File: src/rtl/r2q_pkg.sv
// ----------------------------------------------------------------------------
// r2q_pkg
// Shared types, widths and helpers for the rotation-matrix-to-quaternion core.
// ----------------------------------------------------------------------------
package r2q_pkg;

  localparam int FRAC_BITS = 14;
  localparam int IN_W      = 16;
  localparam int QUAT_W    = 16;
  localparam int ONE       = 1 << FRAC_BITS;
  localparam int LIM       = (ONE < 32767) ? ONE : 32767;

  // Root argument: one plus three entries, signed.
  localparam int BASE_W    = (IN_W > FRAC_BITS + 1) ? IN_W : FRAC_BITS + 2;
  localparam int ARG_W     = BASE_W + 3;
  localparam int ARG_MAG_W = ARG_W - 1;

  // Square root of arg << FRAC_BITS.
  localparam int SQ_RAW_W  = ARG_MAG_W + FRAC_BITS;
  localparam int SQ_IN_W   = SQ_RAW_W + (SQ_RAW_W % 2);
  localparam int ROOT_W    = SQ_IN_W / 2;
  localparam int REM_W     = ROOT_W + 2;

  // Off-diagonal division: (|D| << FRAC_BITS + R) / (2R).
  localparam int MAG_W     = IN_W + 1;
  localparam int NUM_W     = ((MAG_W + FRAC_BITS) > ROOT_W ? (MAG_W + FRAC_BITS) : ROOT_W) + 1;
  localparam int DEN_W     = ROOT_W + 1;
  localparam int Q_W       = NUM_W;

  localparam int LANES     = 3;

  typedef logic signed [ARG_W-1:0]  arg_t;
  typedef logic signed [QUAT_W-1:0] quat_t;

  typedef enum logic [1:0] {
    BR_TRACE = 2'd0,
    BR_X     = 2'd1,
    BR_Y     = 2'd2,
    BR_Z     = 2'd3
  } branch_t;

  typedef struct packed {
    logic signed [IN_W-1:0] rot00;
    logic signed [IN_W-1:0] rot01;
    logic signed [IN_W-1:0] rot02;
    logic signed [IN_W-1:0] rot10;
    logic signed [IN_W-1:0] rot11;
    logic signed [IN_W-1:0] rot12;
    logic signed [IN_W-1:0] rot20;
    logic signed [IN_W-1:0] rot21;
    logic signed [IN_W-1:0] rot22;
  } in_word_t;

  typedef struct packed {
    quat_t   quat_w;
    quat_t   quat_x;
    quat_t   quat_y;
    quat_t   quat_z;
    branch_t branch_taken;
    logic    bad_matrix;
  } out_word_t;

  // Sideband carried alongside the square root.
  typedef struct packed {
    branch_t                       branch;
    logic                          bad;
    logic [LANES-1:0]              d_neg;
    logic [LANES-1:0][MAG_W-1:0]   d_mag;
  } sq_side_t;

  // Sideband carried alongside the dividers.
  typedef struct packed {
    branch_t          branch;
    logic             bad;
    logic [ROOT_W-1:0] diag;
    logic [LANES-1:0] d_neg;
  } div_side_t;

  function automatic arg_t sx(logic signed [IN_W-1:0] v);
    return arg_t'(v);
  endfunction

  // Clamp a magnitude to LIM and apply the sign.
  function automatic quat_t sat_mag(logic [Q_W-1:0] m, logic neg);
    logic [Q_W-1:0] v;
    quat_t          r;
    v = (m > Q_W'(LIM)) ? Q_W'(LIM) : m;
    r = signed'(v[QUAT_W-1:0]);
    return neg ? -r : r;
  endfunction

endpackage

File: src/rtl/r2q_sqrt.sv
// ----------------------------------------------------------------------------
// r2q_sqrt
// Pipelined digit-by-digit integer square root of arg << FRAC_BITS,
// one root bit per stage.
// ----------------------------------------------------------------------------
module r2q_sqrt (
  input  logic                           clk,
  input  logic                           rst,
  input  logic                           in_valid,
  input  logic [r2q_pkg::ARG_MAG_W-1:0]  arg_mag,
  input  r2q_pkg::sq_side_t              in_side,
  output logic                           out_valid,
  output logic [r2q_pkg::ROOT_W-1:0]     root,
  output r2q_pkg::sq_side_t              out_side
);

  logic                          vld  [0:r2q_pkg::ROOT_W];
  logic [r2q_pkg::SQ_IN_W-1:0]   rad  [0:r2q_pkg::ROOT_W];
  logic [r2q_pkg::REM_W-1:0]     rem  [0:r2q_pkg::ROOT_W];
  logic [r2q_pkg::ROOT_W-1:0]    rt   [0:r2q_pkg::ROOT_W];
  r2q_pkg::sq_side_t             sd   [0:r2q_pkg::ROOT_W];

  assign vld[0] = in_valid;
  assign rad[0] = r2q_pkg::SQ_IN_W'(arg_mag) << r2q_pkg::FRAC_BITS;
  assign rem[0] = '0;
  assign rt[0]  = '0;
  assign sd[0]  = in_side;

  for (genvar i = 0; i < r2q_pkg::ROOT_W; i++) begin : g_step
    logic [r2q_pkg::REM_W-1:0] cur;
    logic [r2q_pkg::REM_W-1:0] trial;
    logic                      ge;

    always_comb begin
      cur   = {rem[i][r2q_pkg::ROOT_W-1:0], rad[i][r2q_pkg::SQ_IN_W-1 -: 2]};
      trial = {rt[i], 2'b01};
      ge    = cur >= trial;
    end

    always_ff @(posedge clk) begin
      if (rst) vld[i+1] <= 1'b0;
      else     vld[i+1] <= vld[i];
    end

    always_ff @(posedge clk) begin
      rad[i+1] <= rad[i] << 2;
      rem[i+1] <= ge ? cur - trial : cur;
      rt[i+1]  <= {rt[i][r2q_pkg::ROOT_W-2:0], ge};
      sd[i+1]  <= sd[i];
    end
  end

  assign out_valid = vld[r2q_pkg::ROOT_W];
  assign root      = rt[r2q_pkg::ROOT_W];
  assign out_side  = sd[r2q_pkg::ROOT_W];

endmodule

File: config.mk
export PLATFORM = sky130hd
export DESIGN_NAME = r2q_sqrt
export DESIGN_NICKNAME = d
export VERILOG_FILES = /design/src/rtl/r2q_pkg.sv /design/src/rtl/r2q_sqrt.sv
export SDC_FILE = /design/constraint.sdc
export NUM_CORES = 1
export LEC_CHECK = 0
export BUFFER_PORTS_ARGS = -buffer_cell sky130_fd_sc_hd__buf_4
export CORE_MARGIN = 2
export CORE_UTILIZATION = 35
export CTS_BUF_LIST = sky130_fd_sc_hd__clkbuf_8
export DETAILED_ROUTE_END_ITERATION = 8
export SLEW_MARGIN = 5
export SYNTH_ARGS = -nofsm -noshare
export SYNTH_HDL_FRONTEND = slang
export SYNTH_SLANG_ARGS = --single-unit
File: constraint.sdc
create_clock -name clk -period 3.15 [get_ports clk]
set_input_delay 0.315 -clock clk [delete_from_list [all_inputs] [get_ports clk]]
set_output_delay 0.315 -clock clk [all_outputs]
set_load 0.02 [all_outputs]
==> impl_results.md, run 1 <==
- Outcome: completed
- Register area share after synthesis: 74.7%
- Synth async-reset ratio: 0%
- P&R area growth vs syn: 21.4%
- Final instance area: 0.0441 mm2
- M3 GR Usage: 3.17%
- Post-synth EDFFs: 0
- Clk slew on worst S/H paths: 0.06 ns
- Post-synthesis instance total: 2725
- Crit path largest cell delay: 0.56 ns
- Post-CTS sizing: 0
- Die W: 326 um
- Syn nets: 2948
- Met2 Resource Use GR: 15.2%
- Vias in the first global route: 18600
- CTS Buf Count: 205
- Clock period minus worst slack: 2.84 ns
- Max Cap Violations: 0
- Critical setup path kind: register to register
- Fin. max-slew vios: 0
- Worst path slowest cell: o41a_2
- GPL Wtd Cong: 0.783
- Initial antenna violation count: 1
- Worst Path Arrival: 3.55 ns
- Setup bufs post-CTS: 0
- Io pins: 152
- Crit share post-route: 90.0%
- Dominant cell type by area after synthesis: dfxtp_1
- Hold buffers post-CTS: 89
- DP HPWL: 30500 um
- Avg Synthesized Cell Area: 13.3 um2
- Layer carrying the most global-route usage: met2
- WP buf/inv: 1
- Share of the synthesized area in the top cell type: 74.7%
- DR vias: 18500
- Total gr overflow: 0
- Hold Path Class: input pin to register
- Pwr Density: 882 mW/mm2
- First-pass GRT wire length: 81800 um
- CORE AREA: 0.103 mm2
- YS warnings: 0
- Most frequent cells in the layout: dfxtp_1 (1354), clkbuf_8 (261), inv_1 (248), buf_4 (165), ha_1 (139)
- CTS H-tree lvls: 4
- Wirelength per Cell: 10.3 um
- Hold path startpoint: in_side[45]
- Nets@finish: 3334
- Die area: 0.106 mm2
- Worst Setup End Kind: register
- Worst-Skew Late Latency: 0.83 ns
- Die Y: 326 um
- RSZ-0062 raised after global routing: false
- DRC viols: 0
- F_max: 353 MHz
- Clk_skew: 0.0396 ns
- Max FO, Critical Path: 15
- GRT Total Usage: 9.21%
- CTS tree: built
- Final setup viols: 0
- Synth top area cells: dfxtp_1 (75%), ha_1 (4.8%), inv_1 (1.9%)
- Port bufs: 151
- Final WL: 47900 um
- Post-synth top flop: dfxtp_1
- M1 GR Usage: 9.88%
- P_leak: 20.0 nW
- Family with the most delay on the worst path: compound AO/OA/AOI/OAI gates
- Synthesized area: 0.0363 mm2
- Crit start category: register
- Drt first pass iters: 5
- Critical path required time: 3.86 ns
- Slew headroom: 57.5%
- Netlist cell types: 78
- Most common cell after layout, fill and taps aside: dfxtp_1
- IR drop worst, VDD: 0.486 mV
- Fillers: 9472
- Post-DP Area: 0.0387 mm2
- Initial Util: 35.2%
- CTS Root Cell: clkbuf_8
- Largest net degree at the start of global routing: 24
- Flops & latches, synth: 1354
- Share of layout cells above drive strength 1: 16.5%
- Worst slew pin tran: 0.630 ns
- Worst-path cell chain: ha_1, inv_1, fa_1, nor2b_1, o31a_1, nor3_1, o21ai_0, a21oi_1, o41a_2, mux2_2
- Site Rows: 118
- Worst r2r src: g_step[14].cur[2]
- Final design utilization: 42.7%
- Bufs on Longest Clock Path: 3
- CTS Sinks: 1354
- Power consumption: 0.0389 W
- Final Hold Fails: 0
- CP startpoint: g_step[14].cur[2]
- Avg Vias per Cell: 3.98
- Hold Slack: 0.134 ns
- Post-route ant nets: 0
- Iter 0 DRT Violations: 630
- Setup TNS: 0 ns
[report_power, final]
group          total, W  switching, W  internal, W
combinational   0.00436       0.00213      0.00222
clock            0.0147       0.00624      0.00845
sequential       0.0198      0.000872       0.0190
total            0.0389       0.00924       0.0297
[flip-flops by register name, indices dropped and copies added (netlist names)]
name	count
rad	56
vld	15
out_side	57
sd	855
root	16
g_step.trial	120
g_step.cur	234
out_valid	1
[synthesized netlist by cell type, types with 4 or more instances]
cell and number:
nand4_1 11, or3_1 27, o31a_1 6, nand2b_1 25, xor2_1 65, a211oi_1 12, nand4b_1 4, a21oi_1 104
mux2_2 37, nor3_1 41, o22ai_1 5, mux2i_1 9, nor2b_1 43, o21bai_1 5, o211ai_1 4, or2_2 9
nand3b_1 4, a2111oi_0 4, xnor2_1 70, and2_1 5, and3_1 7, or4_1 7, o31ai_1 9, nor4_1 9
a31oi_1 7, a21o_1 23, ha_1 139, o21a_1 27, dfxtp_1 1354, nand2_1 89, fa_1 6, o21ai_0 98
buf_2 8, clkbuf_1 6, buf_4 59, nor2_1 112, inv_1 185, nand3_1 23
[final cells by class]
| class | instances | area, um2 | share of cell area [%] |
|---|---|---|---|
| Sequential cell | 1354 | 27100 | 61.5 |
| Antenna cell | 1 | 2.50 | 0.00568 |
| Clock inverter | 107 | 843 | 1.91 |
| Tap cell | 1380 | 1730 | 3.92 |
| Inverter | 187 | 702 | 1.59 |
| Clock buffer | 261 | 3590 | 8.15 |
| Timing Repair Buffer | 254 | 2130 | 4.83 |
| Multi-Input combinational cell | 1109 | 7970 | 18.1 |
[routing by layer]
metal,routed length (um),share of wire [%]
met1,20400,43
met2,22700,47
met3,2510,5.2
met4,2240,4.7
met5,0,0
[cells by family after synthesis]
group,count (synthesis),synth area share (%)
multiplexers,48,1.48
flip-flops,1354,74.7
XOR/XNOR,135,3.26
AO/OA/AOI/OAI,339,5.76
AND/OR/NAND/NOR,441,6.33
other,1,0.0103
adder cells (fa/ha/maj),145,5.12
buffers and inverters,262,3.39
[per-stage QoR]
| stage | setup slack (ns) | instances |
|---|---|---|
| 6_report | 0.313 | 4653 |
| 5_1_grt | 0.107 | 4653 |
| 4_1_cts | 0.294 | 4652 |
| 3_5_place_dp | 0.322 | 4195 |
| 3_3_place_gp | 0.344 | 4195 |
| 2_1_floorplan | 0.575 | 2725 |
[worst paths after layout]
kind | depth (start not counted) | to | slack, ns
worst max-delay path | 10 | g_step[15].cur[7] | 0.31
worst min-delay path | 2 | sd[900] | 0.13
worst max register to register | 10 | g_step[15].cur[7] | 0.31
worst min register to register | 0 | sd[443] | 0.30
Power figures use the tool's default switching activity.
==> inputs of run 2 (changes only) <==
--- a/config.mk
+++ b/config.mk
@@ -10,6 +10,8 @@
 export CORE_UTILIZATION = 35
 export CTS_BUF_LIST = sky130_fd_sc_hd__clkbuf_8
 export DETAILED_ROUTE_END_ITERATION = 8
+export MAX_ROUTING_LAYER = met4
+export REMOVE_ABC_BUFFERS = 1
 export SLEW_MARGIN = 5
 export SYNTH_ARGS = -nofsm -noshare
 export SYNTH_HDL_FRONTEND = slang
==> run 2 against run 1 <==
Net effect:
- count of clock-buffer cells in the layout decreased by 3
- cell count increased by 0.41%
- register-to-register slack got worse by 0.03 ns
- wire length increased by 0.32%
- non-clock buffer count increased by 17
- core utilization increased by 0.078 points
- combinational power about the same
==> impl_results.md, run 2 (synthesis results as in run 1) <==
- Outcome: completed
- Wirelength per Cell: 10.3 um (about the same)
- CORE AREA: 0.103 mm2 (unchanged)
- Setup bufs post-CTS: 0 (unchanged)
- Crit path largest cell delay: 0.56 ns (about the same)
- CTS H-tree lvls: 4 (unchanged)
- Worst-path cell chain: ha_1, inv_1, fa_1, nor2b_1, o31a_1, nor3_1, o21ai_0, a21oi_1, o41a_2, mux2_2
- Biggest register: sd
- Worst Path Arrival: 3.58 ns (+0.03 ns)
- RSZ-0062 raised after global routing: false
- Critical setup path kind: register to register
- Critical path required time: 3.87 ns (about the same)
- Worst path slowest cell: o41a_2
- CTS Sinks: 1354 (unchanged)
- Max FO, Critical Path: 15 (unchanged)
- GPL Wtd Cong: 0.793 (+1.3%)
- Sw power: 0.00937 W (+1.4%)
- DRC viols: 0 (unchanged)
- Clock period minus worst slack: 2.87 ns (+0.0293 ns)
- Hold Path Class: input pin to register
- Largest net degree at the start of global routing: 24 (unchanged)
- Clk slew on worst S/H paths: 0.06 ns (about the same)
- Die area: 0.106 mm2 (unchanged)
- Worst Setup End Kind: register
- CTS Root Cell: clkbuf_8
- Clock Power Share: 37.4% (-0.4 points)
- Drt first pass iters: 5 (unchanged)
- Fin. max-slew vios: 0 (unchanged)
- Slew headroom: 54.6% (-2.9 points)
- Max Cap Violations: 0 (unchanged)
- Die W: 326 um (unchanged)
- Iter 0 DRT Violations: 664 (+5.4%)
- P_leak: 20.0 nW (+0.13%)
- Crit share post-route: 91.0% (+0.93 points)
- Initial antenna violation count: 2 (+1)
- Power consumption: 0.0387 W (-0.57%)
- IR drop worst, VDD: 0.447 mV (-8.1%)
- Max reg flops: 855 (unchanged)
- Pwr Density: 876 mW/mm2 (-0.75%)
- F_max: 349 MHz (-1.0%)
- Fillers: 9393 (-0.83%)
- Final WL: 48000 um (+0.32%)
- Switching part of the total: 24.2% (+0.47 points)
- Post-route ant nets: 0 (unchanged)
- Die Y: 326 um (unchanged)
- Clk_skew: 0.0392 ns (-0.000425 ns)
- Final design utilization: 42.8% (+0.078 points)
- DR vias: 18500 (-0.092%)
- Comb pwr share: 11.3% (about the same)
- Port bufs: 151 (unchanged)
- DP HPWL: 30100 um (-1.2%)
- Vias in the first global route: 18600 (-0.22%)
- Family with the most delay on the worst path: compound AO/OA/AOI/OAI gates
- Site Rows: 118 (unchanged)
- CTS tree: built
- Worst slew pin tran: 0.664 ns (+0.0346 ns)
- First-pass GRT wire length: 82200 um (+0.53%)
- Sequential Power Share: 51.3% (+0.3 points)
- Final instance area: 0.0442 mm2 (+0.18%)
- Io pins: 152 (unchanged)
- Int Power: 0.0293 W (-1.2%)
- Total gr overflow: 0 (unchanged)
- WP buf/inv: 1 (unchanged)
- Worst-Skew Late Latency: 0.85 ns (+0.02 ns)
- Setup TNS: 0 ns (unchanged)
- Initial Util: 35.2% (unchanged)
- Final Hold Fails: 0 (unchanged)
- GRT Total Usage: 9.59% (+0.37 points)
- Post-DP Area: 0.0387 mm2 (about the same)
- Bufs on Longest Clock Path: 3 (unchanged)
- Nets@finish: 3351 (+0.51%)
- Final setup viols: 0 (unchanged)
- P&R area growth vs syn: 21.6%
- Share of layout cells above drive strength 1: 16.4% (-0.060 points)
- Avg Vias per Cell: 3.96 (-0.50%)
- Crit start category: register
- Most common cell after layout, fill and taps aside: dfxtp_1
- CTS Buf Count: 205 (unchanged)
- Most frequent cells in the layout: dfxtp_1 (1354), clkbuf_8 (258), inv_1 (249), buf_4 (166), ha_1 (139)
-- run 2: area by class of cell --
| type | count | area, um2 | area share (%) |
|---|---|---|---|
| Antenna cell | 2 | 5.00 | 0.0113 |
| Clock buffer | 258 | 3550 | 8.04 |
| Clock inverter | 111 | 795 | 1.80 |
| Inverter | 187 | 702 | 1.59 |
| Multi-Input combinational cell | 1109 | 7970 | 18.0 |
| Sequential cell | 1354 | 27100 | 61.4 |
| Tap cell | 1380 | 1730 | 3.91 |
| Timing Repair Buffer | 271 | 2300 | 5.20 |
-- run 2: path summary, 6_finish.rpt --
check                                  startpoint            endpoint  slack, ns  cells past startpoint
worst max-delay path            g_step[14].cur[2]  g_step[15].cur[17]       0.28                     10
worst min-delay path                   arg_mag[3]            rad[499]       0.14                      2
worst max register to register  g_step[14].cur[2]  g_step[15].cur[17]       0.28                     10
worst min register to register            sd[690]             sd[633]       0.30                      0
-- run 2: metrics by stage --
stage | cells | hold WS, ns | setup slack, ns
CTS | 4670 | 0.000690 | 0.270
floorplan | 2650 | 0.310 | 0.227
finish | 4672 | 0.136 | 0.284
detailed placement | 4196 | 0.312 | 0.286
global placement | 4196 | 0.309 | 0.353
global route | 4672 | 0.0365 | 0.0855
-- run 2: routing by layer --
| layer | GRT usage [%] | routed length [um] |
|---|---|---|
| met1 | 9.86 | 20400 |
| met2 | 15.6 | 22700 |
| met5 | - | 0 |
| met3 | 3.36 | 2790 |
| met4 | 6.10 | 2110 |
-- run 2: power by group through the flow --
stage	registers, W	logic (W)	clock network, W
after floorplan	0.0200	0.00333	0
after global placement	0.0202	0.00420	0
after detailed placement	0.0202	0.00427	0
after CTS	0.0199	0.00442	0.0151
after global routing	0.0201	0.00499	0.0159
final	0.0198	0.00438	0.0144
-- run 2: repair_timing --
item / in CTS / in global routing
resized for setup: 0 / 0
endpoints found under the hold margin: 92 / 0
hold buffers: 105 / 0
==> inputs of run 3 (changes only) <==
--- a/config.mk
+++ b/config.mk
@@ -6,6 +6,7 @@
 export NUM_CORES = 1
 export LEC_CHECK = 0
 export BUFFER_PORTS_ARGS = -buffer_cell sky130_fd_sc_hd__buf_4
+export CORE_ASPECT_RATIO = 0.5
 export CORE_MARGIN = 2
 export CORE_UTILIZATION = 35
 export CTS_BUF_LIST = sky130_fd_sc_hd__clkbuf_8
==> run 3 against run 2 <==
Net effect:
- sequential cell count unchanged
- clock power down 8%
- first-iteration DRC count up 13%
- sequential power about the same
- cell count down 0.54%
- maximum frequency up 2.3%
- non-clock buffer count up 45
- count of clock-buffer cells in the layout down 44
==> impl_results.md, run 3 (synthesis results as in run 1) <==
- Worst slew pin tran: 0.692 ns (+0.0275 ns)
- Final WL: 51800 um (+8.0%)
- Biggest register: sd
- Post-route ant nets: 0 (unchanged)
- Max Cap Violations: 0 (unchanged)
- CTS Sinks: 1354 (unchanged)
- CORE AREA: 0.103 mm2 (-0.48%)
- Placed cell count: 4174 (-0.52%)
- CTS Root Cell: clkbuf_8
- Initial Util: 35.3% (+0.17 points)
- Bufs on Longest Clock Path: 3 (unchanged)
- Max FO, Critical Path: 15 (unchanged)
- Post-DP Area: 0.0387 mm2 (-0.10%)
- Most frequent cells in the layout: dfxtp_1 (1354), inv_1 (237), clkbuf_8 (214), buf_4 (166), dlygate4sd3_1 (150)
- Worst-path cell chain: ha_1, inv_1, fa_1, nor2b_1, o31a_1, nor3_1, o21ai_0, a21oi_1, o41a_2, mux2_2
- Max reg flops: 855 (unchanged)
- Share of layout cells above drive strength 1: 15.2% (-1.2 points)
- Worst-Skew Late Latency: 0.86 ns (about the same)
- RSZ-0062 raised after global routing: false
- Critical path required time: 3.89 ns (+0.02 ns)
- Worst path slowest cell: o41a_2
- Clk slew on worst S/H paths: 0.07 ns (about the same)
- Nets@finish: 3368 (+0.51%)
- Crit path largest cell delay: 0.56 ns (about the same)
- Setup TNS: 0 ns (unchanged)
- Hold Slack: 0.142 ns (+0.00575 ns)
- Wirelength per Cell: 11.2 um (+8.6%)
- Crit start category: register
- Iter 0 DRT Violations: 751 (+13%)
- Final Hold Fails: 0 (unchanged)
- Vias in the first global route: 19400 (+4.4%)
- Die area: 0.106 mm2 (+0.14%)
- Crit share post-route: 89.0% (-2.0 points)
- Die Y: 232 um (-29%)
- P&R area growth vs syn: 21.2%
- DRC viols: 0 (unchanged)
- Clk_skew: 0.0382 ns (-0.00103 ns)
- Io pins: 152 (unchanged)
- Final instance area: 0.0440 mm2 (-0.37%)
- Slew headroom: 53.7% (-0.90 points)
- Initial antenna violation count: 4 (+2)
- Hold Path Class: input pin to register
- CTS H-tree lvls: 4 (unchanged)
- Worst Setup End Kind: register
- Fin. max-slew vios: 0 (unchanged)
- CTS Buf Count: 177 (-14%)
- Avg Vias per Cell: 4.06 (+2.5%)
- First-pass GRT wire length: 87900 um (+7.0%)
- GRT Total Usage: 10.3% (+0.75 points)
- Die W: 459 um (+41%)
- CTS tree: built
- Drt first pass iters: 7 (+2)
- GPL Wtd Cong: 0.809 (+2.0%)
- Final design utilization: 42.8% (+0.047 points)
- F_max: 357 MHz (+2.3%)
- IR drop worst, VDD: 0.450 mV (+0.74%)
- Post-CTS sizing: 0 (unchanged)
- Pwr Density: 856 mW/mm2 (-2.2%)
- Family with the most delay on the worst path: compound AO/OA/AOI/OAI gates
- DR vias: 18900 (+2.0%)
- Outcome: completed
- Site Rows: 83 (-30%)
- Most common cell after layout, fill and taps aside: dfxtp_1
- WP buf/inv: 1 (unchanged)
- Final setup viols: 0 (unchanged)
- Critical setup path kind: register to register
- Total gr overflow: 0 (unchanged)
- DP HPWL: 32300 um (+7.0%)
- Largest net degree at the start of global routing: 19 (-21%)
- Port bufs: 151 (unchanged)
- Clock period minus worst slack: 2.80 ns (-0.0634 ns)
- Post-route insts no fill: 4647 (-0.54%)
- Worst Path Arrival: 3.54 ns (-0.04 ns)
- P_leak: 19.9 nW (-0.79%)
==> run 3: final timing paths <==
path	to	cells past startpoint	slack [ns]	startpoint
setup / recovery	g_step[15].cur[6]	10	0.35	g_step[14].cur[2]
hold / removal	sd[888]	2	0.14	in_side[33]
setup reg to reg	g_step[15].cur[6]	10	0.35	g_step[14].cur[2]
hold reg to reg	sd[654]	0	0.30	sd[711]
==> run 3: what timing repair did <==
action | 4_1_cts | 5_1_grt
hold endpoints to repair | 92 | 0
hold buffers | 150 | 0
endpoints found under the setup margin | 0 | 2
buffers inserted | 0 | 2
==> run 3: per-stage QoR <==
stage | total power, W | worst slack [ns]
2_1_floorplan | 0.0234 | 0.227
3_3_place_gp | 0.0244 | 0.304
3_5_place_dp | 0.0246 | 0.216
4_1_cts | 0.0383 | 0.211
5_1_grt | 0.0399 | 0.0749
6_report | 0.0377 | 0.348
==> run 3: where the power goes <==
group | internal [W] | switching, W | leakage (nW)
combinational | 0.00229 | 0.00223 | 6.35
sequential | 0.0190 | 0.000902 | 11.4
clock | 0.00694 | 0.00634 | 2.13
total | 0.0282 | 0.00948 | 19.9
==> run 3: routing by layer <==
layer,up-vias,routed length [um],GRT usage [%]
met5,-,0,-
met4,0,1820,5.83
met3,155,2880,3.39
met2,368,23400,16.2
met1,8574,23800,11.7
li1,9778,-,-
==> run 3: layout make-up <==
type / count / area (um2)
Fill cell: 9390 / 58700
Sequential cell: 1354 / 27100
Multi-Input combinational cell: 1109 / 7970
Clock buffer: 214 / 2950
Timing Repair Buffer: 316 / 2750
Tap cell: 1360 / 1700
Clock inverter: 103 / 807
Inverter: 187 / 702
Antenna cell: 4 / 10.0
