### src/rtl/r2q_pkg.sv
// ----------------------------------------------------------------------------
// r2q_pkg
// Shared types, widths and helpers for the rotation-matrix-to-quaternion core.
// ----------------------------------------------------------------------------
package r2q_pkg;

  localparam int FRAC_BITS = 14;
  localparam int IN_W      = 16;
  localparam int QUAT_W    = 16;
  localparam int ONE       = 1 << FRAC_BITS;
  localparam int LIM       = (ONE < 32767) ? ONE : 32767;

  // Root argument: one plus three entries, signed.
  localparam int BASE_W    = (IN_W > FRAC_BITS + 1) ? IN_W : FRAC_BITS + 2;
  localparam int ARG_W     = BASE_W + 3;
  localparam int ARG_MAG_W = ARG_W - 1;

  // Square root of arg << FRAC_BITS.
  localparam int SQ_RAW_W  = ARG_MAG_W + FRAC_BITS;
  localparam int SQ_IN_W   = SQ_RAW_W + (SQ_RAW_W % 2);
  localparam int ROOT_W    = SQ_IN_W / 2;
  localparam int REM_W     = ROOT_W + 2;

  // Off-diagonal division: (|D| << FRAC_BITS + R) / (2R).
  localparam int MAG_W     = IN_W + 1;
  localparam int NUM_W     = ((MAG_W + FRAC_BITS) > ROOT_W ? (MAG_W + FRAC_BITS) : ROOT_W) + 1;
  localparam int DEN_W     = ROOT_W + 1;
  localparam int Q_W       = NUM_W;

  localparam int LANES     = 3;

  typedef logic signed [ARG_W-1:0]  arg_t;
  typedef logic signed [QUAT_W-1:0] quat_t;

  typedef enum logic [1:0] {
    BR_TRACE = 2'd0,
    BR_X     = 2'd1,
    BR_Y     = 2'd2,
    BR_Z     = 2'd3
  } branch_t;

  typedef struct packed {
    logic signed [IN_W-1:0] rot00;
    logic signed [IN_W-1:0] rot01;
    logic signed [IN_W-1:0] rot02;
    logic signed [IN_W-1:0] rot10;
    logic signed [IN_W-1:0] rot11;
    logic signed [IN_W-1:0] rot12;
    logic signed [IN_W-1:0] rot20;
    logic signed [IN_W-1:0] rot21;
    logic signed [IN_W-1:0] rot22;
  } in_word_t;

  typedef struct packed {
    quat_t   quat_w;
    quat_t   quat_x;
    quat_t   quat_y;
    quat_t   quat_z;
    branch_t branch_taken;
    logic    bad_matrix;
  } out_word_t;

  // Sideband carried alongside the square root.
  typedef struct packed {
    branch_t                       branch;
    logic                          bad;
    logic [LANES-1:0]              d_neg;
    logic [LANES-1:0][MAG_W-1:0]   d_mag;
  } sq_side_t;

  // Sideband carried alongside the dividers.
  typedef struct packed {
    branch_t          branch;
    logic             bad;
    logic [ROOT_W-1:0] diag;
    logic [LANES-1:0] d_neg;
  } div_side_t;

  function automatic arg_t sx(logic signed [IN_W-1:0] v);
    return arg_t'(v);
  endfunction

  // Clamp a magnitude to LIM and apply the sign.
  function automatic quat_t sat_mag(logic [Q_W-1:0] m, logic neg);
    logic [Q_W-1:0] v;
    quat_t          r;
    v = (m > Q_W'(LIM)) ? Q_W'(LIM) : m;
    r = signed'(v[QUAT_W-1:0]);
    return neg ? -r : r;
  endfunction

endpackage

### src/rtl/r2q_front.sv
// ----------------------------------------------------------------------------
// r2q_front
// Two stages: form trace, candidate root arguments and off-diagonal terms,
// then pick the branch and route the three off-diagonal terms to lanes.
// ----------------------------------------------------------------------------
module r2q_front (
  input  logic                              clk,
  input  logic                              rst,
  input  logic                              in_valid,
  input  r2q_pkg::in_word_t                 in_word,
  output logic                              out_valid,
  output logic [r2q_pkg::ARG_MAG_W-1:0]     arg_mag,
  output r2q_pkg::sq_side_t                 side
);

  logic           v1;
  r2q_pkg::arg_t  trace;
  logic           gt_01, gt_02, gt_12;
  r2q_pkg::arg_t  arg_c [4];
  r2q_pkg::arg_t  d21m12, d02m20, d10m01, s01p10, s02p20, s12p21;

  r2q_pkg::arg_t  m00, m01, m02, m10, m11, m12, m20, m21, m22;
  r2q_pkg::arg_t  one_a;

  assign m00   = r2q_pkg::sx(in_word.rot00);
  assign m01   = r2q_pkg::sx(in_word.rot01);
  assign m02   = r2q_pkg::sx(in_word.rot02);
  assign m10   = r2q_pkg::sx(in_word.rot10);
  assign m11   = r2q_pkg::sx(in_word.rot11);
  assign m12   = r2q_pkg::sx(in_word.rot12);
  assign m20   = r2q_pkg::sx(in_word.rot20);
  assign m21   = r2q_pkg::sx(in_word.rot21);
  assign m22   = r2q_pkg::sx(in_word.rot22);
  assign one_a = r2q_pkg::arg_t'(r2q_pkg::ONE);

  always_ff @(posedge clk) begin
    if (rst) begin
      v1        <= 1'b0;
      out_valid <= 1'b0;
    end else begin
      v1        <= in_valid;
      out_valid <= v1;
    end
  end

  always_ff @(posedge clk) begin
    trace    <= m00 + m11 + m22;
    gt_01    <= m00 > m11;
    gt_02    <= m00 > m22;
    gt_12    <= m11 > m22;
    arg_c[0] <= m00 + m11 + m22 + one_a;
    arg_c[1] <= one_a + m00 - m11 - m22;
    arg_c[2] <= one_a + m11 - m00 - m22;
    arg_c[3] <= one_a + m22 - m00 - m11;
    d21m12   <= m21 - m12;
    d02m20   <= m02 - m20;
    d10m01   <= m10 - m01;
    s01p10   <= m01 + m10;
    s02p20   <= m02 + m20;
    s12p21   <= m12 + m21;
  end

  r2q_pkg::branch_t br;
  r2q_pkg::arg_t    arg;
  r2q_pkg::arg_t    d_sel [r2q_pkg::LANES];
  logic             bad;
  r2q_pkg::sq_side_t side_next;

  always_comb begin
    if (trace > 0)           br = r2q_pkg::BR_TRACE;
    else if (gt_01 && gt_02) br = r2q_pkg::BR_X;
    else if (gt_12)          br = r2q_pkg::BR_Y;
    else                     br = r2q_pkg::BR_Z;

    case (br)
      r2q_pkg::BR_TRACE: begin
        arg = arg_c[0]; d_sel[0] = d21m12; d_sel[1] = d02m20; d_sel[2] = d10m01;
      end
      r2q_pkg::BR_X: begin
        arg = arg_c[1]; d_sel[0] = d21m12; d_sel[1] = s01p10; d_sel[2] = s02p20;
      end
      r2q_pkg::BR_Y: begin
        arg = arg_c[2]; d_sel[0] = d02m20; d_sel[1] = s01p10; d_sel[2] = s12p21;
      end
      default: begin
        arg = arg_c[3]; d_sel[0] = d10m01; d_sel[1] = s02p20; d_sel[2] = s12p21;
      end
    endcase

    bad              = arg <= 0;
    side_next.branch = br;
    side_next.bad    = bad;
    for (int k = 0; k < r2q_pkg::LANES; k++) begin
      side_next.d_neg[k] = d_sel[k][r2q_pkg::ARG_W-1];
      side_next.d_mag[k] = d_sel[k][r2q_pkg::ARG_W-1] ?
                           r2q_pkg::MAG_W'(-d_sel[k]) : r2q_pkg::MAG_W'(d_sel[k]);
    end
  end

  always_ff @(posedge clk) begin
    side    <= side_next;
    arg_mag <= bad ? '0 : arg[r2q_pkg::ARG_MAG_W-1:0];
  end

endmodule

### config.mk
export PLATFORM = sky130hd
export DESIGN_NAME = r2q_front
export DESIGN_NICKNAME = d
export VERILOG_FILES = /design/src/rtl/r2q_pkg.sv /design/src/rtl/r2q_front.sv
export SDC_FILE = /design/constraint.sdc
export NUM_CORES = 1
export LEC_CHECK = 0
export ABC_AREA = 1
export BUFFER_PORTS_ARGS = -buffer_cell sky130_fd_sc_hd__buf_4
export CAP_MARGIN = 20
export CORE_MARGIN = 2
export CORE_UTILIZATION = 40
export DETAILED_ROUTE_END_ITERATION = 10
export HOLD_SLACK_MARGIN = 0.03
export SYNTH_ARGS = -nofsm -noshare
export SYNTH_HDL_FRONTEND = slang
export SYNTH_SLANG_ARGS = --single-unit
export TNS_END_PERCENT = 1
### constraint.sdc
create_clock -name clk -period 3.1 [get_ports clk]
set_clock_uncertainty 0.15 [all_clocks]
set_input_delay 0.155 -clock clk [delete_from_list [all_inputs] [get_ports clk]]
set_output_delay 0.155 -clock clk [all_outputs]
set_load 0.02 [all_outputs]
==> metrics.md, run 1 <==
| Metric | Value |
|---|---|
| Ports | `223` |
| Fin cells | `3631` |
| Critical Path Source Type | `input pin` |
| Num rows | `80` |
| FF-to-FF End | `arg_mag[8]` |
| Syn Nets | `2964` |
| Worst Hold Depth | `5` |
| Gr ovfl total | `0` |
| Crit path launch | `in_word[129]` |
| CP endpoint kind | `register` |
| DRC viols | `0` |
| Pwr dens | `685 nW/um^2` |
| Die area | `50200 sq um` |
| Maximum clock path buffer count | `3` |
| Slew of the pin with the lowest slew margin | `0.682 ns` |
| Clock tree root driver cell | `clkbuf_16` |
| Skew-Pair Late Insertion Delay | `0.58 ns` |
| Post-route total power | `17.7 mW` |
| Footprint of the multi-input gates | `12600 sq um` |
| Area growth, synth to finish | `33.4%` |
| EDFF count, synth | `0` |
| Setup Crit Path Kind | `input pin to register` |
| Core Footprint | `47700 sq um` |
| Top layer in use | `met5` |
| H-tree depth | `1` |
| Finish-stage setup viols | `0` |
| R2R Path Start | `arg_c[0][0]` |
| Cell variety after synth | `51` |
| Final period util | `96.0%` |
| Min-delay src | `in_word[51]` |
| Vias in the first global route | `18467` |
| Reg2reg path depth | `16` |
| # placed instances | `3394` |
| Setup bufs post-CTS | `0` |
| Sequential area share after synthesis | `26.6%` |
| NumNets Final | `3513` |
| Number of max-cap violations | `0` |
| CP required | `3.41 ns` |
| Average cell area after synthesis | `7.94 sq um` |
| WL/cell | `16.8 um` |
| Gr usage total | `24.0%` |
| Vias | `17763` |
| Worst EP arrival | `3.28 ns` |
| Worst-path clk slew | `0.06 ns` |
| Die height | `224 um` |
| Fill count | `4425` |
| Hold crit path type | `input pin to register` |
| DR WL met2 | `31400 um` |
| YS warnings | `0` |
| Initial antenna violation count | `8` |
| TritonRoute pass-1 iters | `5` |
| Yosys reg bits | `257` |
| WHS Endpoint | `s12p21[4]` |
| First-pass GRT wire length | `96000 um` |
| Max FO, Critical Path | `6` |
| Fin. Hold Viols | `0` |
| DR vias/cell | `4.89` |
| Final WL | `61100 um` |
| Starting Density | `40.6%` |
| Mapped Area | `19400 sq um` |
| Max Slew Vio Count | `0` |
| Leak Pwr | `13.2 nW` |
| Dominant synthesized flop cell | `dfxtp_1` |
| Routed Antenna Nets | `0` |
| Status | `finished clean` |
| RSZ-0062 raised after global routing | `true` |
| Routed met3 length | `2330 um` |
| Port bufs | `222` |
| Peak supply drop | `0.448 mV` |
| Max Fclk | `336 MHz` |
| DR iter-0 viols | `1039` |
| Num CTS Buffers | `31` |
| CTS tree | `done` |
| Register area | `5140 sq um` |
| Worst R2R Setup Slack | `0.17 ns` |
| Fin crit period | `2.98 ns` |
| Mapped Cells | `2440` |
| GP Congestion | `0.917` |
| Share of cells above drive strength 1 | `16.8%` |
| Routed length on met1 | `25500 um` |
| Largest net degree at the start of global routing | `35` |
| Asr flop ratio synth | `0%` |
| HPWL Detailed | `50000 um` |
| CTS Sinks | `257` |
| DIE WIDTH | `224 um` |
| Rel. slew slack | `54.1%` |
| Setup total negative slack | `0 ns` |
sequential cells by signal, summed over array words and instances (netlist names), 17 cells and up:
| register | flops |
|---|---|
| arg_c | 74 |
| side | 57 |
| arg_mag | 18 |
| d02m20 | 17 |
| s01p10 | 17 |
| d21m12 | 17 |
timing repair:
item | CTS | global route
hold buffers | 177 | 0
endpoints found under the setup margin | 0 | 56
endpoints found under the hold margin | 102 | 0
gates resized for setup | 0 | 31
per-stage QoR:
step	hold WS (ns)	cell area, sq um	util (%)	worst slack, ns
5_1_grt	0.0366	25800	54.1	-0.0441
3_5_place_dp	0.176	22900	47.9	-0.334
4_1_cts	0.0320	25700	53.9	0.00937
6_report	0.0108	25800	54.1	0.124
2_1_floorplan	0.0762	19400	-	-0.0125
3_3_place_gp	0.170	22900	47.9	-0.291
placed cells by master, fill, tap and decap left out, drive strengths merged, types with 5 or more instances in the layout:
cell type / count
nand2: 423
buf: 399
inv: 363
ha: 302
dfxtp: 257
nor2: 199
dlygate4sd3: 177
a21oi: 166
nand3: 164
xor2: 130
o21ai: 81
fa: 75
nand4: 39
clkbuf: 39
xnor2: 37
nor3: 29
o211ai: 16
a21boi: 16
a31oi: 12
nand3b: 10
o21bai: 10
a21o: 9
nor4: 8
o31ai: 7
clkinv: 7
bufinv: 5
o22ai: 5
or2: 5
critical path, cell delays in order:
cell	delay (ns)
dlygate4sd3_1	0.54
buf_4	0.17
ha_1	0.32
fa_1	0.41
ha_1	0.20
inv_1	0.07
fa_1	0.20
o21ai_0	0.10
buf_4	0.15
a21boi_1	0.24
o21ai_0	0.17
a21oi_1	0.18
o21bai_1	0.10
buf_4	0.14
xor2_1	0.13
cell usage after synthesis, types with 2 or more instances:
| cell | instances | area (sq um) |
|---|---|---|
| a211oi_1 | 3 | 22.5 |
| a21boi_0 | 16 | 120 |
| a21o_1 | 9 | 67.6 |
| a21oi_1 | 165 | 826 |
| a221oi_1 | 3 | 26.3 |
| a22oi_1 | 2 | 15.0 |
| a31oi_1 | 12 | 75.1 |
| buf_2 | 20 | 100 |
| buf_6 | 11 | 124 |
| clkbuf_1 | 28 | 105 |
| dfxtp_1 | 257 | 5140 |
| fa_1 | 75 | 1500 |
| ha_1 | 302 | 3780 |
| inv_1 | 353 | 1330 |
| inv_2 | 5 | 18.8 |
| nand2_1 | 419 | 1570 |
| nand2_2 | 3 | 18.8 |
| nand3_1 | 152 | 761 |
| nand3_2 | 12 | 120 |
| nand3b_1 | 10 | 75.1 |
| nand4_1 | 39 | 244 |
| nor2_1 | 194 | 728 |
| nor2_2 | 4 | 25.0 |
| nor3_1 | 28 | 140 |
| nor4_1 | 8 | 50.1 |
| o2111ai_1 | 3 | 26.3 |
| o211ai_1 | 16 | 120 |
| o21a_1 | 2 | 15.0 |
| o21ai_0 | 73 | 365 |
| o21ai_1 | 5 | 25.0 |
| o21ai_2 | 3 | 26.3 |
| o21bai_1 | 10 | 75.1 |
| o221ai_1 | 2 | 17.5 |
| o22ai_1 | 5 | 31.3 |
| o31ai_1 | 7 | 52.6 |
| or2_2 | 4 | 25.0 |
| xnor2_1 | 37 | 324 |
| xor2_1 | 130 | 1140 |
per-layer routing:
metal,GRT usage [%],vias up
li1,-,8922
met1,28.1,8328
met2,45.6,395
met3,2.90,108
met4,6.97,10
met5,0,-
cell type report:
type	count	area share (%)
flip-flops and latches	257	19.9
multi-input cells	1763	48.8
clock buffers	39	3.27
diodes	3	0.0291
clock inverters	18	0.964
well taps	615	2.98
inverters	360	5.24
repair buffers	576	18.8
kinds of logic (layout without fill, tap and decap cells):
family | Yosys count | in the layout | synth area share (%)
compound gates | 341 | 341 | 10.1
xor+xnor | 167 | 167 | 7.55
fa+ha+maj | 377 | 377 | 27.3
buf+inv | 420 | 993 | 8.79
flops | 257 | 257 | 26.6
other cells | 0 | 3 | 0
simple gates | 878 | 878 | 19.7
report_power, final:
part | switching, mW | internal (mW) | leakage [nW]
logic | 5.07 | 3.65 | 10.5
registers | 0.519 | 4.59 | 2.16
clock network | 1.51 | 2.36 | 0.529
worst max-delay path by stage:
stage,endpoint,slack [ns],cells past startpoint
floorplan,arg_c[3][16],-0.01,15
global placement,arg_c[3][16],-0.29,19
detailed placement,arg_c[1][18],-0.33,16
CTS,side[33],0.009,19
global route,arg_c[3][14],-0.04,16
finish,arg_c[2][12],0.12,15
Power figures use the tool's default switching activity.
==> inputs of run 2 (changes only) <==
Clock period 3.1 ns to 2.9 ns, I/O delays scaled along.
==> run 2 against run 1 <==
  * Flip-flop and latch count is the same
  * Register-to-register slack got worse by 0.09 ns
  * Non-clock buffer count increased by 88
  * Critical endpoint is now d02m20[8]
==> metrics.md, run 2 (synthesis results as in run 1) <==
| Metric | Value |
|---|---|
| Fin crit period | `2.84 ns` |
| Cell mode on critical path | `dlygate4sd3_1` |
| Critical path buffer and inverter count | `6 (+1)` |
| Finish-stage setup viols | `0 (unchanged)` |
| Num CTS Buffers | `31 (unchanged)` |
| RSZ-0062 raised after global routing | `true` |
| Max Fclk | `352 MHz` |
| Worst EP arrival | `3.21 ns (-0.07 ns)` |
| CP required | `3.27 ns (-0.14 ns)` |
| Final period util | `97.9%` |
| CTS Sinks | `257 (unchanged)` |
| TritonRoute pass-1 iters | `7 (+2)` |
| Commonest cells after routing, fill and taps aside | `buf_4, nand2_1, inv_1` |
| DR WL met2 | `31200 um (-0.37%)` |
| Hold Slack | `0.0522 ns (+0.0414 ns)` |
| DRC viols | `0 (unchanged)` |
| Dpl ws | `-0.479 ns (-0.145 ns)` |
| HPWL Detailed | `50800 um (+1.6%)` |
| DIE WIDTH | `224 um (unchanged)` |
| Pwr dens | `723 nW/um^2 (+5.6%)` |
| Skew-Pair Late Insertion Delay | `0.59 ns (about the same)` |
| Hold crit path type | `input pin to register` |
| Fill count | `4441 (+0.36%)` |
| NumNets Final | `3601 (+2.5%)` |
| Largest regs | `arg_c (74), side (57), arg_mag (18)` |
| Num rows | `80 (unchanged)` |
| Routed length on met1 | `25900 um (+1.7%)` |
| Gr usage total | `24.5% (+0.48 points)` |
| Final setup margin | `0.0611 ns (-0.0627 ns)` |
| Max FO, Critical Path | `5 (-1)` |
| Status | `finished clean` |
| Clock tree root driver cell | `clkbuf_16` |
| Setup Crit Path Kind | `input pin to register` |
| Top delay family on crit path | `buffers and inverters` |
| Rel. slew slack | `56.1% (+2.0 points)` |
| Ports | `223 (unchanged)` |
| Area growth, synth to finish | `36.9%` |
| CP cell instances | `dlygate4sd3_1 > buf_4 > inv_1 > ha_1 > inv_1 > nor3_1 > a21oi_2 > o21ai_1 > dlygate4sd3_1 > xor2_1 > dlygate4sd3_1` |
| H-tree depth | `1 (unchanged)` |
| Peak supply drop | `0.475 mV (+6.0%)` |
| Max reg flops | `74 (unchanged)` |
| Number of max-cap violations | `0 (unchanged)` |
| DR vias/cell | `4.88 (-0.29%)` |
| Post-route total power | `19.2 mW (+8.4%)` |
| CTS tree | `done` |
| Most flops, register | `arg_c` |
| Die area | `50200 sq um (unchanged)` |
| Initial antenna violation count | `5 (-3)` |
| CP endpoint kind | `register` |
| Die height | `224 um (unchanged)` |
| Gr ovfl total | `0 (unchanged)` |
| Max stage delay cell, worst path | `dlygate4sd3_1` |
| Final WL | `62200 um (+1.9%)` |
| Share of cells above drive strength 1 | `19.5% (+2.7 points)` |
| WL/cell | `16.7 um (-0.51%)` |
| Most common cell after layout, fill and taps aside | `buf_4` |
| Crit-path max cell delay | `0.59 ns (+0.05 ns)` |
| Port bufs | `222 (unchanged)` |
| Routed Antenna Nets | `0 (unchanged)` |
| GP Congestion | `0.952 (+3.9%)` |
| Routed met3 length | `2480 um (+6.7%)` |
| Core Footprint | `47700 sq um (unchanged)` |
| DR iter-0 viols | `943 (-9.2%)` |
| First-pass GRT wire length | `97400 um (+1.4%)` |
| Fin. Hold Viols | `0 (unchanged)` |
| Max Slew Vio Count | `0 (unchanged)` |
| Maximum clock path buffer count | `3 (unchanged)` |
| Starting Density | `40.6% (unchanged)` |
| Top layer in use | `met5` |
| Worst-path clk slew | `0.06 ns (about the same)` |
| Largest net degree at the start of global routing | `37 (+5.7%)` |
| Vias in the first global route | `18803 (+1.8%)` |
| Critical Path Source Type | `input pin` |
| Slew of the pin with the lowest slew margin | `0.652 ns (-0.0299 ns)` |
| Vias | `18135 (+2.1%)` |
| Leak Pwr | `13.6 nW (+3.1%)` |
==> run 2: cell count changes in the layout (fill, tap and decap cells not counted), moves of 3 or more <==
cell	delta
fa_1	-3
nor2_2	+9
o21ai_0	-5
fa_2	+3
buf_4	+78
o21ai_1	+5
a21boi_1	+3
buf_6	+5
dlygate4sd3_1	+6
a21boi_0	-4
nor2_1	-9
==> run 2: metal layers <==
| layer | GRT usage [%] | vias up |
|---|---|---|
| met5 | 0 | - |
| met4 | 9.25 | 4 |
| met3 | 2.90 | 138 |
| met2 | 45.5 | 445 |
| met1 | 28.7 | 8458 |
| li1 | - | 9090 |
==> run 2: final cells by class <==
class	count	area, sq um	share of cell area [%]
multi-input cells	1763	12600	47.7
flip-flops and latches	257	5140	19.4
inverters	360	1360	5.14
repair buffers	664	5540	20.9
clock inverters	15	190	0.717
clock buffers	41	863	3.26
well taps	615	769	2.90
diodes	3	7.51	0.0283
==> run 2: metrics by stage <==
stage	util (%)	setup TNS, ns	area [sq um]	instances
detailed placement	49.2	-9.19	23500	3475
CTS	55.2	0	26400	3716
floorplan	-	-0.0584	19400	2440
global route	55.5	-0.580	26500	3717
global placement	49.2	-7.62	23500	3475
finish	55.5	0	26500	3718
==> run 2: repair_timing <==
item,CTS,global route
setup endpoints to repair,1,78
setup buffers,1,0
hold endpoints to repair,104,0
hold buffers,184,0
resized for setup,1,58
pin swaps,0,1
==> run 2: worst paths after layout <==
| path | from | end | slack (ns) | cells after the start |
|---|---|---|---|---|
| setup / recovery | in_word[35] | d02m20[8] | 0.06 | 11 |
| hold / removal | in_word[125] | s01p10[14] | 0.05 | 5 |
| setup reg to reg | arg_c[0][1] | side[14] | 0.08 | 19 |
| hold reg to reg | v1 | out_valid | 0.26 | 2 |
==> run 2: worst reg2reg max path, stage by stage, from the launching register on <==
cell     delay (ns)
dfxtp_1        0.32
or2_1          0.22
nor2_2         0.13
buf_4          0.13
nand3_1        0.08
nand2_2        0.09
buf_6          0.13
nand2_8        0.09
buf_4          0.18
buf_4          0.18
nand2_1        0.08
nand3_1        0.17
nor2_1         0.23
nand2_1        0.09
nor2_1         0.17
nand2_1        0.08
nand2_1        0.06
nand2_1        0.05
nand2_1        0.05
nand2_1        0.05
==> run 2: where the power goes <==
part	switching (mW)	internal [mW]	total [mW]	leakage, nW
sequential	0.555	4.90	5.46	2.16
combinational	5.48	4.27	9.75	11.0
clock	1.59	2.37	3.97	0.517
total	7.63	11.5	19.2	13.6
==> inputs of run 3 (changes only) <==
Settings changed: CTS_BUF_LIST from default to sky130_fd_sc_hd__clkbuf_4 sky130_fd_sc_hd__clkbuf_8 sky130_fd_sc_hd__clkbuf_16.
==> run 3 against run 2 <==
  * Maximum frequency barely moved
  * Global-route usage barely moved
  * Clock-buffer cell count did not move
  * Cell count stayed put
  * Flip-flop and latch count did not move
  * Worst setup slack gained 0.0012 ns
  * Critical path depth did not move
  * Clock power increased by 1%
  * Via count grew 0.11%
  * Final area barely moved
  * Non-clock buffer count stayed put
  * Largest power group unchanged
==> metrics.md, run 3 (synthesis results as in run 1) <==
| Metric | Value |
|---|---|
| Status | `finished clean` |
| NumNets Final | `3601 (unchanged)` |
| Peak supply drop | `0.475 mV (about the same)` |
| WL/cell | `16.7 um (-0.14%)` |
| Setup Crit Path Kind | `input pin to register` |
| Num rows | `80 (unchanged)` |
| Pwr dens | `724 nW/um^2 (+0.18%)` |
| Largest net degree at the start of global routing | `37 (unchanged)` |
| Skew-Pair Late Insertion Delay | `0.59 ns (about the same)` |
| Fin crit period | `2.84 ns (-0.00117 ns)` |
| TritonRoute pass-1 iters | `6 (-1)` |
| Max FO, Critical Path | `5 (unchanged)` |
| Top Usage Layer GRT | `met2` |
| Rel. slew slack | `55.0% (-1.1 points)` |
| Share of cells above drive strength 1 | `19.6% (+0.16 points)` |
| Routed Antenna Nets | `0 (unchanged)` |
| Slew of the pin with the lowest slew margin | `0.669 ns (+0.0163 ns)` |
| Finish-stage setup viols | `0 (unchanged)` |
| DP Area | `23500 sq um (unchanged)` |
| HPWL Detailed | `50800 um (unchanged)` |
| Critical Path Source Type | `input pin` |
| Gr ovfl total | `0 (unchanged)` |
| Largest regs | `arg_c (74), side (57), arg_mag (18)` |
| Leak Pwr | `13.7 nW (+0.13%)` |
| Number of max-cap violations | `0 (unchanged)` |
| DR iter-0 viols | `997 (+5.7%)` |
| Met3 usage | `2.90% (unchanged)` |
| DR vias/cell | `4.88 (+0.11%)` |
| GP Congestion | `0.952 (unchanged)` |
| Area growth, synth to finish | `37.0% (about the same)` |
| Worst-path clk slew | `0.06 ns (about the same)` |
| DRC viols | `0 (unchanged)` |
| Die area | `50200 sq um (unchanged)` |
| Fin area | `26500 sq um (about the same)` |
| Final cell utilization of the core | `55.6% (about the same)` |
| Final WL | `62100 um (-0.14%)` |
| Footprint of the multi-input gates | `12600 sq um (unchanged)` |
| Vias in the first global route | `18805 (+0.011%)` |
| Max Slew Vio Count | `0 (unchanged)` |
| GR met2 Demand/Resource | `45.5% (unchanged)` |
| Max Fclk | `352 MHz (about the same)` |
| Hold crit path type | `input pin to register` |
| Fill count | `4436 (-0.11%)` |
| Register area | `5140 sq um (unchanged)` |
| Core Footprint | `47700 sq um (unchanged)` |
| CTS Sinks | `257 (unchanged)` |
| Final period util | `97.9% (about the same)` |
| Vias | `18155 (+0.11%)` |
| Commonest cells after routing, fill and taps aside | `buf_4, nand2_1, inv_1` |
| Fin. Hold Viols | `0 (unchanged)` |
| Most common cell after layout, fill and taps aside | `buf_4` |
| First-pass GRT wire length | `97400 um (unchanged)` |
| Initial antenna violation count | `5 (unchanged)` |
| H-tree depth | `1 (unchanged)` |
| Maximum clock path buffer count | `3 (unchanged)` |
| CP required | `3.27 ns (about the same)` |
| Most flops, register | `arg_c` |
| Clock tree root driver cell | `clkbuf_16` |
| Ports | `223 (unchanged)` |
| CTS tree | `done` |
| GR Util met1 | `28.7% (about the same)` |
| Gr usage total | `24.5% (about the same)` |
| Die height | `224 um (unchanged)` |
| Max reg flops | `74 (unchanged)` |
| Worst EP arrival | `3.21 ns (about the same)` |
| Starting Density | `40.6% (unchanged)` |
| DIE WIDTH | `224 um (unchanged)` |
| RSZ-0062 raised after global routing | `true` |
| Hold Slack | `0.0492 ns (-0.00299 ns)` |
| Port bufs | `222 (unchanged)` |
| CP endpoint kind | `register` |
| Num CTS Buffers | `31 (unchanged)` |
-- run 3: cell counts in the layout (fill, tap and decap cells not counted) --
No cell type changed its count.
-- run 3: routing by layer --
metal  share of wire, %  wire, um
met1                 41     25700
met3                4.2      2590
met5              0.042        26
met2                 50     31200
met4                4.2      2600
-- run 3: area by class of cell --
cell class	instances	share of cell area [%]
Antenna cell	3	0.0283
Sequential cell	257	19.4
Inverter	360	5.13
Multi-Input combinational cell	1763	47.7
Tap cell	615	2.90
Timing Repair Buffer	664	20.9
Clock buffer	41	3.32
Clock inverter	15	0.717
-- run 3: path summary, 6_finish.rpt --
path,start,end,slack (ns),depth (start not counted)
setup reg to reg,arg_c[0][1],side[38],0.09,19
hold reg to reg,v1,out_valid,0.26,2
setup / recovery,in_word[35],d02m20[8],0.06,11
hold / removal,in_word[125],s01p10[14],0.05,5
-- run 3: critical path, stage by stage --
cell	delay, ns
dlygate4sd3_1	0.53
buf_4	0.11
inv_1	0.03
ha_1	0.35
inv_1	0.11
nor3_1	0.28
a21oi_2	0.12
o21ai_1	0.19
dlygate4sd3_1	0.59
xor2_1	0.16
dlygate4sd3_1	0.59
-- run 3: what timing repair did --
| item | 4_1_cts | 5_1_grt |
|---|---|---|
| hold endpoints to repair | 104 | 0 |
| resized for setup | 1 | 58 |
| hold buffers | 184 | 0 |
| setup buffers | 1 | 0 |
| pin swaps | 0 | 1 |
| setup endpoints to repair | 1 | 78 |
-- run 3: where the power goes --
part	switching (mW)	internal, mW
sequential	0.556	4.90
clock	1.59	2.42
combinational	5.48	4.27
total	7.63	11.6
-- run 3: stage by stage --
step                      power, mW  instances  TNS [ns]  setup slack (ns)
final                          19.2       3718         0            0.0623
after global routing           20.6       3717    -0.580           -0.0946
after CTS                      19.2       3716         0            0.0284
after detailed placement       14.8       3475     -9.19            -0.479
after global placement         14.7       3475     -7.62            -0.431
after floorplan                10.7       2440   -0.0584           -0.0195
